## src/hw/rtl/srpg_pkg.sv

```systemverilog
// Shared types and constants of the stepper ramp pulse generator.
// No dependencies; used by srpg_div and stepper_ramp_pulse_generator.
package srpg_pkg;

  localparam int unsigned DW = 16;           // width of counts, rates and the divider
  localparam int unsigned CW = $clog2(DW);   // divider step counter width

  localparam logic [1:0] KIND_TICK  = 2'd0;
  localparam logic [1:0] KIND_MOVE  = 2'd1;
  localparam logic [1:0] KIND_CMOVE = 2'd2;
  localparam logic [1:0] KIND_ZERO  = 2'd3;

  localparam logic [DW-1:0] TPS_RESET = 16'd2000;

  // input beat payload, s_tdata, highest bit first
  typedef struct packed {
    logic [5:0]  pad;
    logic        condition_level;
    logic [7:0]  start_rate;
    logic [15:0] ramp_length;
    logic [15:0] move_rate;
    logic        move_dir;
    logic [15:0] move_steps;
  } in_data_t;

  // output beat payload, m_tdata, highest bit first
  typedef struct packed {
    logic [3:0]  pad;
    logic        in_condition_mode;
    logic [15:0] steps_taken;
    logic        command_done;
    logic        dir_level;
    logic        pulse_level;
  } out_data_t;

  typedef enum logic [3:0] {
    S_IDLE = 4'b0001,
    S_DIV1 = 4'b0010,
    S_DIV2 = 4'b0100,
    S_EMIT = 4'b1000
  } state_t;

endpackage

```

## src/hw/rtl/srpg_div.sv

```systemverilog
// Bit-serial restoring divider, one quotient bit per cycle.
// Depends on srpg_pkg for the data width; divisor must be nonzero.
module srpg_div (
  input  logic                  clk,
  input  logic                  rst,
  input  logic                  start,
  input  logic [srpg_pkg::DW-1:0] dividend,
  input  logic [srpg_pkg::DW-1:0] divisor,
  output logic                  done,
  output logic [srpg_pkg::DW-1:0] quotient
);

  logic                    busy;
  logic [srpg_pkg::CW-1:0] cnt;
  logic [srpg_pkg::DW-1:0] rem;
  logic [srpg_pkg::DW-1:0] quo;
  logic [srpg_pkg::DW-1:0] dvs;
  logic [srpg_pkg::DW:0]   rem_sh;
  logic [srpg_pkg::DW:0]   trial;
  logic                    fits;

  // shift the next dividend bit into the partial remainder and try a subtract
  assign rem_sh   = {rem, quo[srpg_pkg::DW-1]};
  assign trial    = rem_sh - {1'b0, dvs};
  assign fits     = (rem_sh >= {1'b0, dvs});
  assign quotient = quo;

  always_ff @(posedge clk) begin
    if (rst) begin
      busy <= 1'b0;
      done <= 1'b0;
      cnt  <= '0;
    end else begin
      done <= 1'b0;
      if (start) begin
        busy <= 1'b1;
        cnt  <= '0;
      end else if (busy) begin
        cnt <= cnt + 1'b1;
        if (cnt == srpg_pkg::CW'(srpg_pkg::DW - 1)) begin
          busy <= 1'b0;
          done <= 1'b1;
        end
      end
    end
  end

  always_ff @(posedge clk) begin
    if (start) begin
      rem <= '0;
      quo <= dividend;
      dvs <= divisor;
    end else if (busy) begin
      rem <= fits ? trial[srpg_pkg::DW-1:0] : rem_sh[srpg_pkg::DW-1:0];
      quo <= {quo[srpg_pkg::DW-2:0], fits};
    end
  end

endmodule

```

## src/hw/rtl/stepper_ramp_pulse_generator.sv

```systemverilog
// Top level of the stepper ramp pulse generator: command decode, tick timing, ramp.
// Depends on srpg_pkg and srpg_div.
//
// Usage: every input beat on s_* is a tick or a command (selected by s_tuser) and
// yields exactly one output beat on m_* with the step and direction line levels,
// the command done flag, the step position and the mode.
// A command (step move, condition move, zero) goes from S_IDLE straight to S_EMIT,
// which writes its result to the output register; the next beat is taken in S_IDLE.
// A tick runs ticks_per_second / rate through the bit-serial divider in S_DIV1, and
// S_EMIT then writes its result. When a step with an active ramp is issued, the ramp
// increment target_rate / ramp_length reuses the divider in S_DIV2 before S_EMIT.
// Items are processed one at a time. The result lands in an output register; the
// next input beat is taken while it waits, and a stalled m_tready holds back the
// write of the following result, which keeps the block in S_EMIT and s_tready low.
// cfg_* writes ticks_per_second; it is always ready and is to be written while idle.
// Reset (rst, synchronous) restores all state: rate 1, direction clockwise,
// position zero, ticks_per_second 2000, and an empty output register.
module stepper_ramp_pulse_generator (
  input  logic        clk,
  input  logic        rst,
  input  logic        s_tvalid,
  output logic        s_tready,
  input  logic [63:0] s_tdata,   // move_steps, move_dir, move_rate, ramp_length,
                                 // start_rate, condition_level, zero pad
  input  logic [1:0]  s_tuser,   // kind
  output logic        m_tvalid,
  input  logic        m_tready,
  output logic [23:0] m_tdata,   // pulse_level, dir_level, command_done,
                                 // steps_taken, in_condition_mode, zero pad
  input  logic        cfg_valid,
  output logic        cfg_ready,
  input  logic [15:0] cfg_data
);

  srpg_pkg::state_t   state;
  srpg_pkg::in_data_t din;
  srpg_pkg::out_data_t dout;

  logic [15:0] tps;
  logic        mode_cond;
  logic [15:0] tick_count;
  logic [15:0] step_pos;
  logic [15:0] step_goal;
  logic [15:0] target_rate;
  logic [15:0] present_rate;
  logic [15:0] ramp_steps_held;
  logic [7:0]  ramp_floor;
  logic        dir_held;
  logic        cond_reached;
  logic        pulse_held;
  logic        dir_line;
  logic        done_flag;
  logic        done_next;
  logic        cond_lat;

  logic        in_beat;
  logic        div_start;
  logic [15:0] div_dividend;
  logic [15:0] div_divisor;
  logic        div_done;
  logic [15:0] div_q;
  logic [15:0] rate_sel;

  logic [7:0]         delta;
  logic signed [17:0] diff_up;
  logic signed [17:0] diff_dn;
  logic signed [17:0] goal_less_ramp;
  logic signed [17:0] delta_s;

  assign din       = srpg_pkg::in_data_t'(s_tdata);
  assign s_tready  = (state == srpg_pkg::S_IDLE);
  assign cfg_ready = 1'b1;
  assign in_beat   = s_tvalid && s_tready;

  assign rate_sel = mode_cond ? target_rate : present_rate;

  // first division sets the period, second one the ramp increment
  always_comb begin
    div_start    = 1'b0;
    div_dividend = tps;
    div_divisor  = (rate_sel == 16'd0) ? 16'd1 : rate_sel;
    if (state == srpg_pkg::S_IDLE) begin
      div_start = in_beat && (s_tuser == srpg_pkg::KIND_TICK);
    end else begin
      div_dividend = target_rate;
      div_divisor  = ramp_steps_held;
      div_start    = (state == srpg_pkg::S_DIV1) && div_done && (tick_count >= div_q) &&
                     !mode_cond && (step_goal > step_pos) && (ramp_steps_held != 16'd0);
    end
  end

  // done flag of the command in the current input beat
  always_comb begin
    unique case (s_tuser)
      srpg_pkg::KIND_MOVE: begin
        done_next = !(step_pos == 16'd0 && din.move_steps != 16'd0) &&
                    (step_pos == step_goal || din.move_steps == 16'd0);
      end
      srpg_pkg::KIND_CMOVE: done_next = din.condition_level && cond_reached;
      srpg_pkg::KIND_ZERO:  done_next = 1'b1;
      default:              done_next = 1'b0;
    endcase
  end

  srpg_div u_div (
    .clk      (clk),
    .rst      (rst),
    .start    (div_start),
    .dividend (div_dividend),
    .divisor  (div_divisor),
    .done     (div_done),
    .quotient (div_q)
  );

  assign delta          = div_q[7:0];
  assign delta_s        = $signed({10'd0, delta});
  assign diff_up        = $signed({2'b00, target_rate}) - $signed({2'b00, present_rate});
  assign diff_dn        = $signed({2'b00, present_rate}) - $signed({10'd0, ramp_floor});
  assign goal_less_ramp = $signed({2'b00, step_goal}) - $signed({2'b00, ramp_steps_held});

  always_comb begin
    dout                   = '0;
    dout.pulse_level       = pulse_held;
    dout.dir_level         = dir_line;
    dout.command_done      = done_flag;
    dout.steps_taken       = step_pos;
    dout.in_condition_mode = mode_cond;
  end

  always_ff @(posedge clk) begin
    if (rst) begin
      state           <= srpg_pkg::S_IDLE;
      tps             <= srpg_pkg::TPS_RESET;
      mode_cond       <= 1'b0;
      tick_count      <= '0;
      step_pos        <= '0;
      step_goal       <= '0;
      target_rate     <= 16'd1;
      present_rate    <= 16'd1;
      ramp_steps_held <= '0;
      ramp_floor      <= '0;
      dir_held        <= 1'b1;
      cond_reached    <= 1'b1;
      pulse_held      <= 1'b0;
      dir_line        <= 1'b1;
      done_flag       <= 1'b0;
      cond_lat        <= 1'b0;
      m_tvalid        <= 1'b0;
    end else begin
      if (cfg_valid) begin
        tps <= cfg_data;
      end
      if (state == srpg_pkg::S_EMIT && (!m_tvalid || m_tready)) begin
        m_tvalid <= 1'b1;
      end else if (m_tready) begin
        m_tvalid <= 1'b0;
      end

      unique case (state)
        srpg_pkg::S_IDLE: begin
          if (in_beat) begin
            done_flag <= done_next;
            cond_lat  <= din.condition_level;
            state     <= (s_tuser == srpg_pkg::KIND_TICK) ? srpg_pkg::S_DIV1
                                                          : srpg_pkg::S_EMIT;
            unique case (s_tuser)
              srpg_pkg::KIND_TICK: ;
              srpg_pkg::KIND_MOVE: begin
                if (step_pos == 16'd0 && din.move_steps != 16'd0) begin
                  step_goal       <= din.move_steps;
                  target_rate     <= din.move_rate;
                  ramp_floor      <= din.start_rate;
                  present_rate    <= (din.ramp_length == 16'd0) ? din.move_rate
                                                                : {8'd0, din.start_rate};
                  dir_held        <= din.move_dir;
                  mode_cond       <= 1'b0;
                  ramp_steps_held <= din.ramp_length;
                  cond_reached    <= 1'b1;
                end
              end
              srpg_pkg::KIND_CMOVE: begin
                if (!din.condition_level) begin
                  target_rate  <= din.move_rate;
                  dir_held     <= din.move_dir;
                  mode_cond    <= 1'b1;
                  cond_reached <= 1'b0;
                end else if (cond_reached) begin
                  cond_reached <= 1'b0;
                end
              end
              srpg_pkg::KIND_ZERO: begin
                step_pos  <= '0;
                step_goal <= '0;
              end
              default: ;
            endcase
          end
        end

        srpg_pkg::S_DIV1: begin
          if (div_done) begin
            // a ramped step goes on to the second division
            state <= div_start ? srpg_pkg::S_DIV2 : srpg_pkg::S_EMIT;
            if (tick_count >= div_q) begin
              // period expired
              dir_line   <= dir_held;
              tick_count <= '0;
              if (mode_cond) begin
                if (!cond_lat) begin
                  pulse_held <= 1'b1;
                end else begin
                  cond_reached <= 1'b1;
                  mode_cond    <= 1'b0;
                end
              end else if (step_goal > step_pos) begin
                if (ramp_steps_held == 16'd0) begin
                  pulse_held <= 1'b1;
                  step_pos   <= step_pos + 16'd1;
                end
              end else begin
                present_rate <= target_rate;
              end
            end else begin
              pulse_held <= 1'b0;
              tick_count <= tick_count + 16'd1;
            end
          end
        end

        srpg_pkg::S_DIV2: begin
          if (div_done) begin
            if (delta != 8'd0) begin
              if (step_pos < ramp_steps_held) begin
                present_rate <= (diff_up < delta_s) ? target_rate
                                                    : present_rate + {8'd0, delta};
              end else if (goal_less_ramp < $signed({2'b00, step_pos})) begin
                present_rate <= (diff_dn < delta_s) ? {8'd0, ramp_floor}
                                                    : present_rate - {8'd0, delta};
              end
            end
            pulse_held <= 1'b1;
            step_pos   <= step_pos + 16'd1;
            state      <= srpg_pkg::S_EMIT;
          end
        end

        srpg_pkg::S_EMIT: begin
          // hold the result until the output register is free
          if (!m_tvalid || m_tready) begin
            state <= srpg_pkg::S_IDLE;
          end
        end

        default: state <= srpg_pkg::S_IDLE;
      endcase
    end
  end

  always_ff @(posedge clk) begin
    if (state == srpg_pkg::S_EMIT && (!m_tvalid || m_tready)) begin
      m_tdata <= dout;
    end
  end

endmodule

```

## config.mk

```make
export PLATFORM = sky130hd
export DESIGN_NAME = stepper_ramp_pulse_generator
export DESIGN_NICKNAME = d
export VERILOG_FILES = /design/src/hw/rtl/srpg_pkg.sv /design/src/hw/rtl/srpg_div.sv /design/src/hw/rtl/stepper_ramp_pulse_generator.sv
export SDC_FILE = /design/constraint.sdc
export NUM_CORES = 1
export LEC_CHECK = 0
export BUFFER_PORTS_ARGS = -buffer_cell sky130_fd_sc_hd__buf_2
export CAP_MARGIN = 30
export CORE_AREA = 2 2 160 319
export DETAILED_ROUTE_END_ITERATION = 16
export DIE_AREA = 0 0 162 321
export PLACE_DENSITY = 0.47
export SETUP_SLACK_MARGIN = 0.2
export SLEW_MARGIN = 30
export SYNTH_ARGS = -nofsm -noshare
export SYNTH_HDL_FRONTEND = slang
export SYNTH_SLANG_ARGS = --single-unit
```

## constraint.sdc

```tcl
create_clock -name clk -period 4.5 [get_ports clk]
set_input_delay 0.45 -clock clk [delete_from_list [all_inputs] [get_ports clk]]
set_output_delay 0.45 -clock clk [all_outputs]
set_load 0.02 [all_outputs]
```

==> run metrics, run 1 <==
CP dominant cell by count o21a_1; Final Setup Violations 0; vias 13400; HP Class in2reg; fin nets 2142; Post-DRT Antenna Nets 0; clock slew at reported path FFs 0.07 ns; maximum VDD drop 0.282 mV; Slew HR 44.1%; vias in the first global route 13000; Buffers & Inverters on Critical Path 1; dpl hpwl a little under 40000 µm; Initial DRC Count 855; crit end category flop; Pins Over Slew Limit 0; max reg flops 20; Synth cell types 75; GRT Util Overall 19.5%; Startpoint Class flop; TritonCTS Buffers 23; cell-by-cell trace of the critical path ha_4 > fa_2 > nor2b_2 > o31a_1 > buf_4 > o211ai_1 > a31oi_2 > a21o_1 > a21oi_2 > xnor2_1 > ha_1 > o21a_1 > o21a_1 > a31oi_1 > nor3_2 > a221oi_4 > nand3_2 > or4_1 > o21ai_1; share of post-route cells with drive strength above 1 16.0%; total routed wirelength 51500 µm; Die Wd 162 µm; TNS Setup 0 ns; Hold WS between 0.1 and 0.15 ns; status finished, final reports clean; Post-DP Area 0.0163 mm²; core area 0.0496 mm²; die area 0.0520 mm²; clock period minus worst slack roughly 4.2 ns; first-pass GRT wire length 78600 µm; critical path fanouts, max 3; max cap viols 0; CP required 4.96 ns; DRC Markers 0; #FFs+latches synth 206; Synth Flop Type dfxtp_1; fmax 237 MHz; Initial Util 29.7%; cells after synthesis 1758; initial antenna violation count 0; largest net degree at the start of global routing 52; Seq/Total Area, Yosys 31.5%; largest reg by FF count m_tdata; die height 321 µm; Clock Path Buffers 3; skew final 0.0223 ns; # port buffers 102; Critical Path AT approximately 4.7 ns; Final Cell Area about 0.017 mm²; Leakage 7.27 nW; clock latency at the later pin of the worst-skew pair 0.54 ns; vias per inst 5.23; Tcrit/Tclk final 93.6%; row count between 100 and 150; CTS Root Cell clkbuf_16; IO Pins 114; grt ovf 0; ys async rst share 0%; Crit path largest cell delay around 0.52 ns; synth warn 0; fin util 35.2%; Pwr Density around 430 mW/mm²; clock sink total 206; RSZ-0062 raised after global routing yes; area grow syn2layout 18.3%; CTS tree yes; worst setup path class reg2reg; gpl congestion approximately 0.9; routed len/inst 20.1 µm; number of flops mapped to enable cells by yosys 52; setup ws final 0.288 ns; Mapped Area 0.0148 mm²; CP top delay family compound AO/OA/AOI/OAI gates; synthesized area per cell 8.39 µm²; DRT Pass-1 Iters 5; CTS Hold Buffers Added 0; CP max-delay cell or4_1; Final Hold Viols 0; H-tree depth 1; slew at the pin with the worst max-slew slack 0.833 ns; worst slack at placement -0.0266 ns
cell usage in the layout, fill, tap and decap left out, types with 66 or more instances in the layout:
cell,instances
mux2i_1,100
inv_1,117
nor2_1,180
xnor2_1,66
buf_4,80
dfxtp_1,148
ha_1,148
nand2_1,141
o21ai_0,74
buf_2,101
a21oi_1,108
tightest hold or removal path, cell delays in order:
cell     delay, ns
buf_2         0.08
mux2i_1       0.06
nand2_1       0.06
report_power, final:
part,switching (W),internal (W)
combinational,0.00190,0.00150
sequential,0.000162,0.00207
clock,0.000851,0.00105
total,0.00291,0.00462
area by class of cell:
type,count,area (µm²)
well taps,649,812
clock buffers,28,624
multi-input cells,1355,9620
clock inverters,13,106
repair buffers,187,1170
diodes,1,2.50
fillers,5292,32200
inverters,124,467
flip-flops and latches,206,4650
what timing repair did:
| action | in CTS | in global routing |
|---|---|---|
| pin swaps | 8 | 39 |
| resized for setup | 20 | 51 |
| gates cloned | 1 | 0 |
| setup buffers | 4 | 12 |
| endpoints found under the setup margin | 16 | 16 |
metrics by stage:
step | std cells | total power [W]
floorplan | 1761 | 0.00452
global route | 2562 | 0.00802
finish | 2563 | 0.00753
global placement | 2504 | 0.00539
CTS | 2550 | 0.00742
detailed placement | 2504 | 0.00538
logic make-up after synthesis:
kind of cell             share of synthesized area, %
adder cells (fa/ha/maj)                          13.7
other                                          0.0509
XOR/XNOR                                         5.46
AO/OA/AOI/OAI                                    17.5
flip-flops                                       31.5
AND/OR/NAND/NOR                                  19.1
multiplexers                                     7.39
buffers and inverters                            5.32
metal layers:
| metal | GRT usage (%) | vias up | wire length, µm |
|---|---|---|---|
| met5 | 0 | - | 0 |
| met4 | 5.72 | 0 | 1340 |
| met2 | 32.0 | 420 | 23900 |
| li1 | - | 6604 | - |
| met1 | 26.7 | 6323 | 23400 |
| met3 | 2.37 | 65 | 2820 |
synth_stat cells, types with 8 or more instances:
library cell | number | share of area [%]
mux2i_1 | 101 | 6.9
dfxtp_1 | 154 | 21
o21ai_0 | 78 | 2.6
a21o_1 | 29 | 1.5
clkbuf_1 | 60 | 1.5
nor2_1 | 183 | 4.7
o211ai_1 | 17 | 0.86
o21a_1 | 14 | 0.71
nor4_1 | 32 | 1.4
nand3_1 | 51 | 1.7
a21oi_1 | 121 | 4.1
and3_1 | 19 | 0.81
nor2b_1 | 21 | 0.89
nand2b_1 | 24 | 1.0
nand4_1 | 26 | 1.1
nand2_1 | 142 | 3.6
a31oi_1 | 26 | 1.1
xor2_1 | 26 | 1.5
or3_1 | 12 | 0.51
nor3_1 | 39 | 1.3
o22ai_1 | 8 | 0.34
xnor2_1 | 66 | 3.9
edfxtp_1 | 52 | 11
ha_1 | 152 | 13
nor3b_1 | 8 | 0.41
a211oi_1 | 15 | 0.76
inv_1 | 121 | 3.1
worst paths after layout:
kind / from / endpoint / slack [ns] / depth (start not counted)
setup / recovery: ramp_steps_held[0]$_SDFFE_PP0P_ / present_rate[7]$_SDFFE_PP0P_ / 0.29 / 19
hold / removal: cfg_data[4] / tps[4]$_SDFFE_PP1P_ / 0.13 / 3
setup reg to reg: ramp_steps_held[0]$_SDFFE_PP0P_ / present_rate[7]$_SDFFE_PP0P_ / 0.29 / 19
hold reg to reg: dir_line$_SDFFE_PP1P_ / m_tdata[1]$_DFFE_PP_ / 0.43 / 0
Power figures use the tool's default switching activity.
==> run 2, diff against run 1 <==
--- a/config.mk
+++ b/config.mk
@@ -10,7 +10,7 @@
 export CORE_AREA = 2 2 160 319
 export DETAILED_ROUTE_END_ITERATION = 16
 export DIE_AREA = 0 0 162 321
-export PLACE_DENSITY = 0.47
+export PLACE_DENSITY = 0.45
 export SETUP_SLACK_MARGIN = 0.2
 export SLEW_MARGIN = 30
 export SYNTH_ARGS = -nofsm -noshare
==> constraint.sdc (replaced) <==
create_clock -name clk -period 4.6 [get_ports clk]
set_input_delay 0.46 -clock clk [delete_from_list [all_inputs] [get_ports clk]]
set_output_delay 0.46 -clock clk [all_outputs]
set_load 0.02 [all_outputs]
==> run 2 against run 1 <==
Net effect:
- die area did not move
- via count increased by 0.58%
- register-to-register slack lost 0.03 ns
- cell count rose by 0.23%
- largest power group unchanged
==> run metrics, run 2 (synthesis results as in run 1) <==
status finished, final reports clean (unchanged); Critical Path AT 4.82 ns (was 4.67 ns); worst slack at placement -0.0406 ns (was -0.0266 ns); first-pass GRT wire length 80300 µm (was 78600 µm); max cap viols 0 (unchanged); TritonCTS Buffers 23 (unchanged); clock latency at the later pin of the worst-skew pair 0.55 ns (was 0.54 ns); gpl congestion 0.923 (was 0.899); skew final 0.0213 ns (was 0.0223 ns); Pins Over Slew Limit 0 (unchanged); routed len/inst 20.8 µm (was 20.1 µm); fin util 35.4% (was 35.2%); fin nets 2148 (was 2142); total routed wirelength 53400 µm (was 51500 µm); Final Setup Violations 0 (unchanged); CTS Hold Buffers Added 0 (unchanged); Leakage 7.34 nW (was 7.27 nW); DRC Markers 0 (unchanged); clock slew at reported path FFs 0.07 ns (about the same); Hold WS 0.155 ns (was 0.134 ns); setup ws final 0.261 ns (was 0.288 ns); FF/Latch Area 0.00465 mm² (about the same); Pwr Density 424 mW/mm² (was 431 mW/mm²); Crit path largest cell delay 0.53 ns (was 0.52 ns); dpl hpwl 40100 µm (was 39100 µm); # port buffers 102 (unchanged); worst setup path class reg2reg (unchanged); worst setup path start step_goal[0]$_SDFFE_PP0P_ (was ramp_steps_held[0]$_SDFFE_PP0P_); Final Hold Viols 0 (unchanged); core area 0.0496 mm² (unchanged); largest reg by FF count m_tdata (unchanged); initial antenna violation count 0 (unchanged); largest net degree at the start of global routing 76 (was 52); vias in the first global route 13100 (was 13000); Endpoint, Worst Hold tps[8]$_SDFFE_PP1P_ (was tps[4]$_SDFFE_PP1P_); vias 13500 (was 13400); HP Class in2reg (unchanged); Post-DP Area 0.0163 mm² (about the same); row count 116 (unchanged); GRT Util Overall 20.2% (was 19.5%); crit end category flop (unchanged); Initial DRC Count 1004 (was 855); Final Cell Area 0.0176 mm² (was 0.0175 mm²); clock period minus worst slack 4.34 ns (was 4.21 ns); CP required 5.08 ns (was 4.96 ns); area grow syn2layout 19.2% (was 18.3%); critical path fanouts, max 2 (was 3); share of post-route cells with drive strength above 1 15.6% (was 16.0%); H-tree depth 1 (unchanged); vias per inst 5.25 (was 5.23); worst hold path stage count 3 (unchanged); origin of the critical flop-to-flop path step_goal[0]$_SDFFE_PP0P_ (was ramp_steps_held[0]$_SDFFE_PP0P_); RSZ-0062 raised after global routing yes (unchanged); CP dominant cell by count a21o_1 (was o21a_1); Clock Path Buffers 3 (unchanged); Slew HR 37.3% (was 44.1%); most common cell after layout, fill and taps aside nor2_1 (unchanged); Die Wd 162 µm (unchanged); R2R depth 20 (was 19); fill cell count 5290 (was 5292); Startpoint Class flop (unchanged); IO Pins 114 (unchanged); grt ovf 0 (unchanged); maximum VDD drop 0.287 mV (was 0.282 mV); DRT Pass-1 Iters 5 (unchanged); CP max-delay cell or4_1 (unchanged); die area 0.0520 mm² (unchanged); clock sink total 206 (unchanged); Antenna diodes 0 (was 1); multi-input logic area 0.00963 mm² (was 0.00962 mm²); fmax 230 MHz (was 237 MHz); Reg2Reg Setup Slack 0.26 ns (was 0.29 ns); Tcrit/Tclk final 94.3% (was 93.6%); cell-by-cell trace of the critical path inv_1 > ha_2 > fa_2 > nor2b_4 > o31a_1 > o21a_1 > nor2_1 > xnor2_1 > ha_1 > a21o_1 > a21o_1 > a2111oi_4 > buf_4 > o2111ai_2 > a31oi_4 > nor3_4 > a221oi_4 > nand3_2 > or4_1 > o21ai_0 (was ha_4 > fa_2 > nor2b_2 > o31a_1 > buf_4 > o211ai_1 > a31oi_2 > a21o_1 > a21oi_2 > xnor2_1 > ha_1 > o21a_1 > o21a_1 > a31oi_1 > nor3_2 > a221oi_4 > nand3_2 > or4_1 > o21ai_1); Post-DRT Antenna Nets 0 (unchanged); CTS Root Cell clkbuf_16 (unchanged); Initial Util 29.7% (unchanged); R2R Path End present_rate[7]$_SDFFE_PP0P_ (unchanged); hold_sp cfg_data[8] (was cfg_data[4]); CTS tree yes (unchanged); commonest cells after routing, fill and taps aside nor2_1 (181), dfxtp_1 (151), ha_1 (148) (was nor2_1 (180), ha_1 (148), dfxtp_1 (148)); slew at the pin with the worst max-slew slack 0.930 ns (was 0.833 ns); die height 321 µm (unchanged); max reg flops 20 (unchanged)
==> run 2: layer usage <==
layer	share of wire [%]	track usage, %	up-vias
li1	-	-	6611
met1	45	27.3	6342
met2	46	33.0	445
met3	5.6	2.26	92
met4	3.8	7.30	0
met5	0	0	-
==> run 2: worst max path at each step <==
stage               depth (start not counted)                             to  slack (ns)
floorplan                                  21   present_rate[7]$_SDFFE_PP0P_        0.31
global placement                           22  present_rate[10]$_SDFFE_PP0P_        0.02
detailed placement                         19   present_rate[1]$_SDFFE_PP0P_       -0.04
CTS                                        20   present_rate[7]$_SDFFE_PP0P_        0.21
global route                               20   present_rate[7]$_SDFFE_PP0P_        0.04
finish                                     20   present_rate[7]$_SDFFE_PP0P_        0.26
==> run 2: critical path, delay by kind of cell (launching register included) <==
| kind | cells | cell delay, ns |
|---|---|---|
| adder cells (fa/ha/maj) | 3 | 0.72 |
| buffers and inverters | 2 | 0.24 |
| flip-flops | 1 | 0.32 |
| AO/OA/AOI/OAI | 9 | 1.96 |
| AND/OR/NAND/NOR | 5 | 0.89 |
| XOR/XNOR | 1 | 0.14 |
==> run 2: final cells by class <==
class | count | share of cell area (%)
inverter | 124 | 2.65
tap | 649 | 4.62
multi-input combinational | 1355 | 54.7
timing repair buffer | 193 | 7.54
clock inverter | 12 | 0.555
sequential | 206 | 26.4
clock buffer | 30 | 3.48
==> run 2: power breakdown <==
group	internal (W)	total (W)	switching, W
combinational	0.00154	0.00348	0.00193
sequential	0.00202	0.00217	0.000151
clock	0.00100	0.00181	0.000811
total	0.00456	0.00746	0.00290
==> run 2: what timing repair did <==
item | 4_1_cts | 5_1_grt
resized for setup | 15 | 59
setup endpoints to repair | 16 | 16
pin swaps | 7 | 34
gates cloned | 2 | 1
hold endpoints to repair | 0 | 0
setup buffers | 7 | 13
==> run 2: metrics by stage <==
step	setup TNS, ns	power, W	cells
floorplan	0	0.00442	1761
detailed placement	-0.246	0.00531	2504
global placement	0	0.00531	2503
finish	0	0.00746	2569
global route	0	0.00793	2569
CTS	0	0.00730	2555
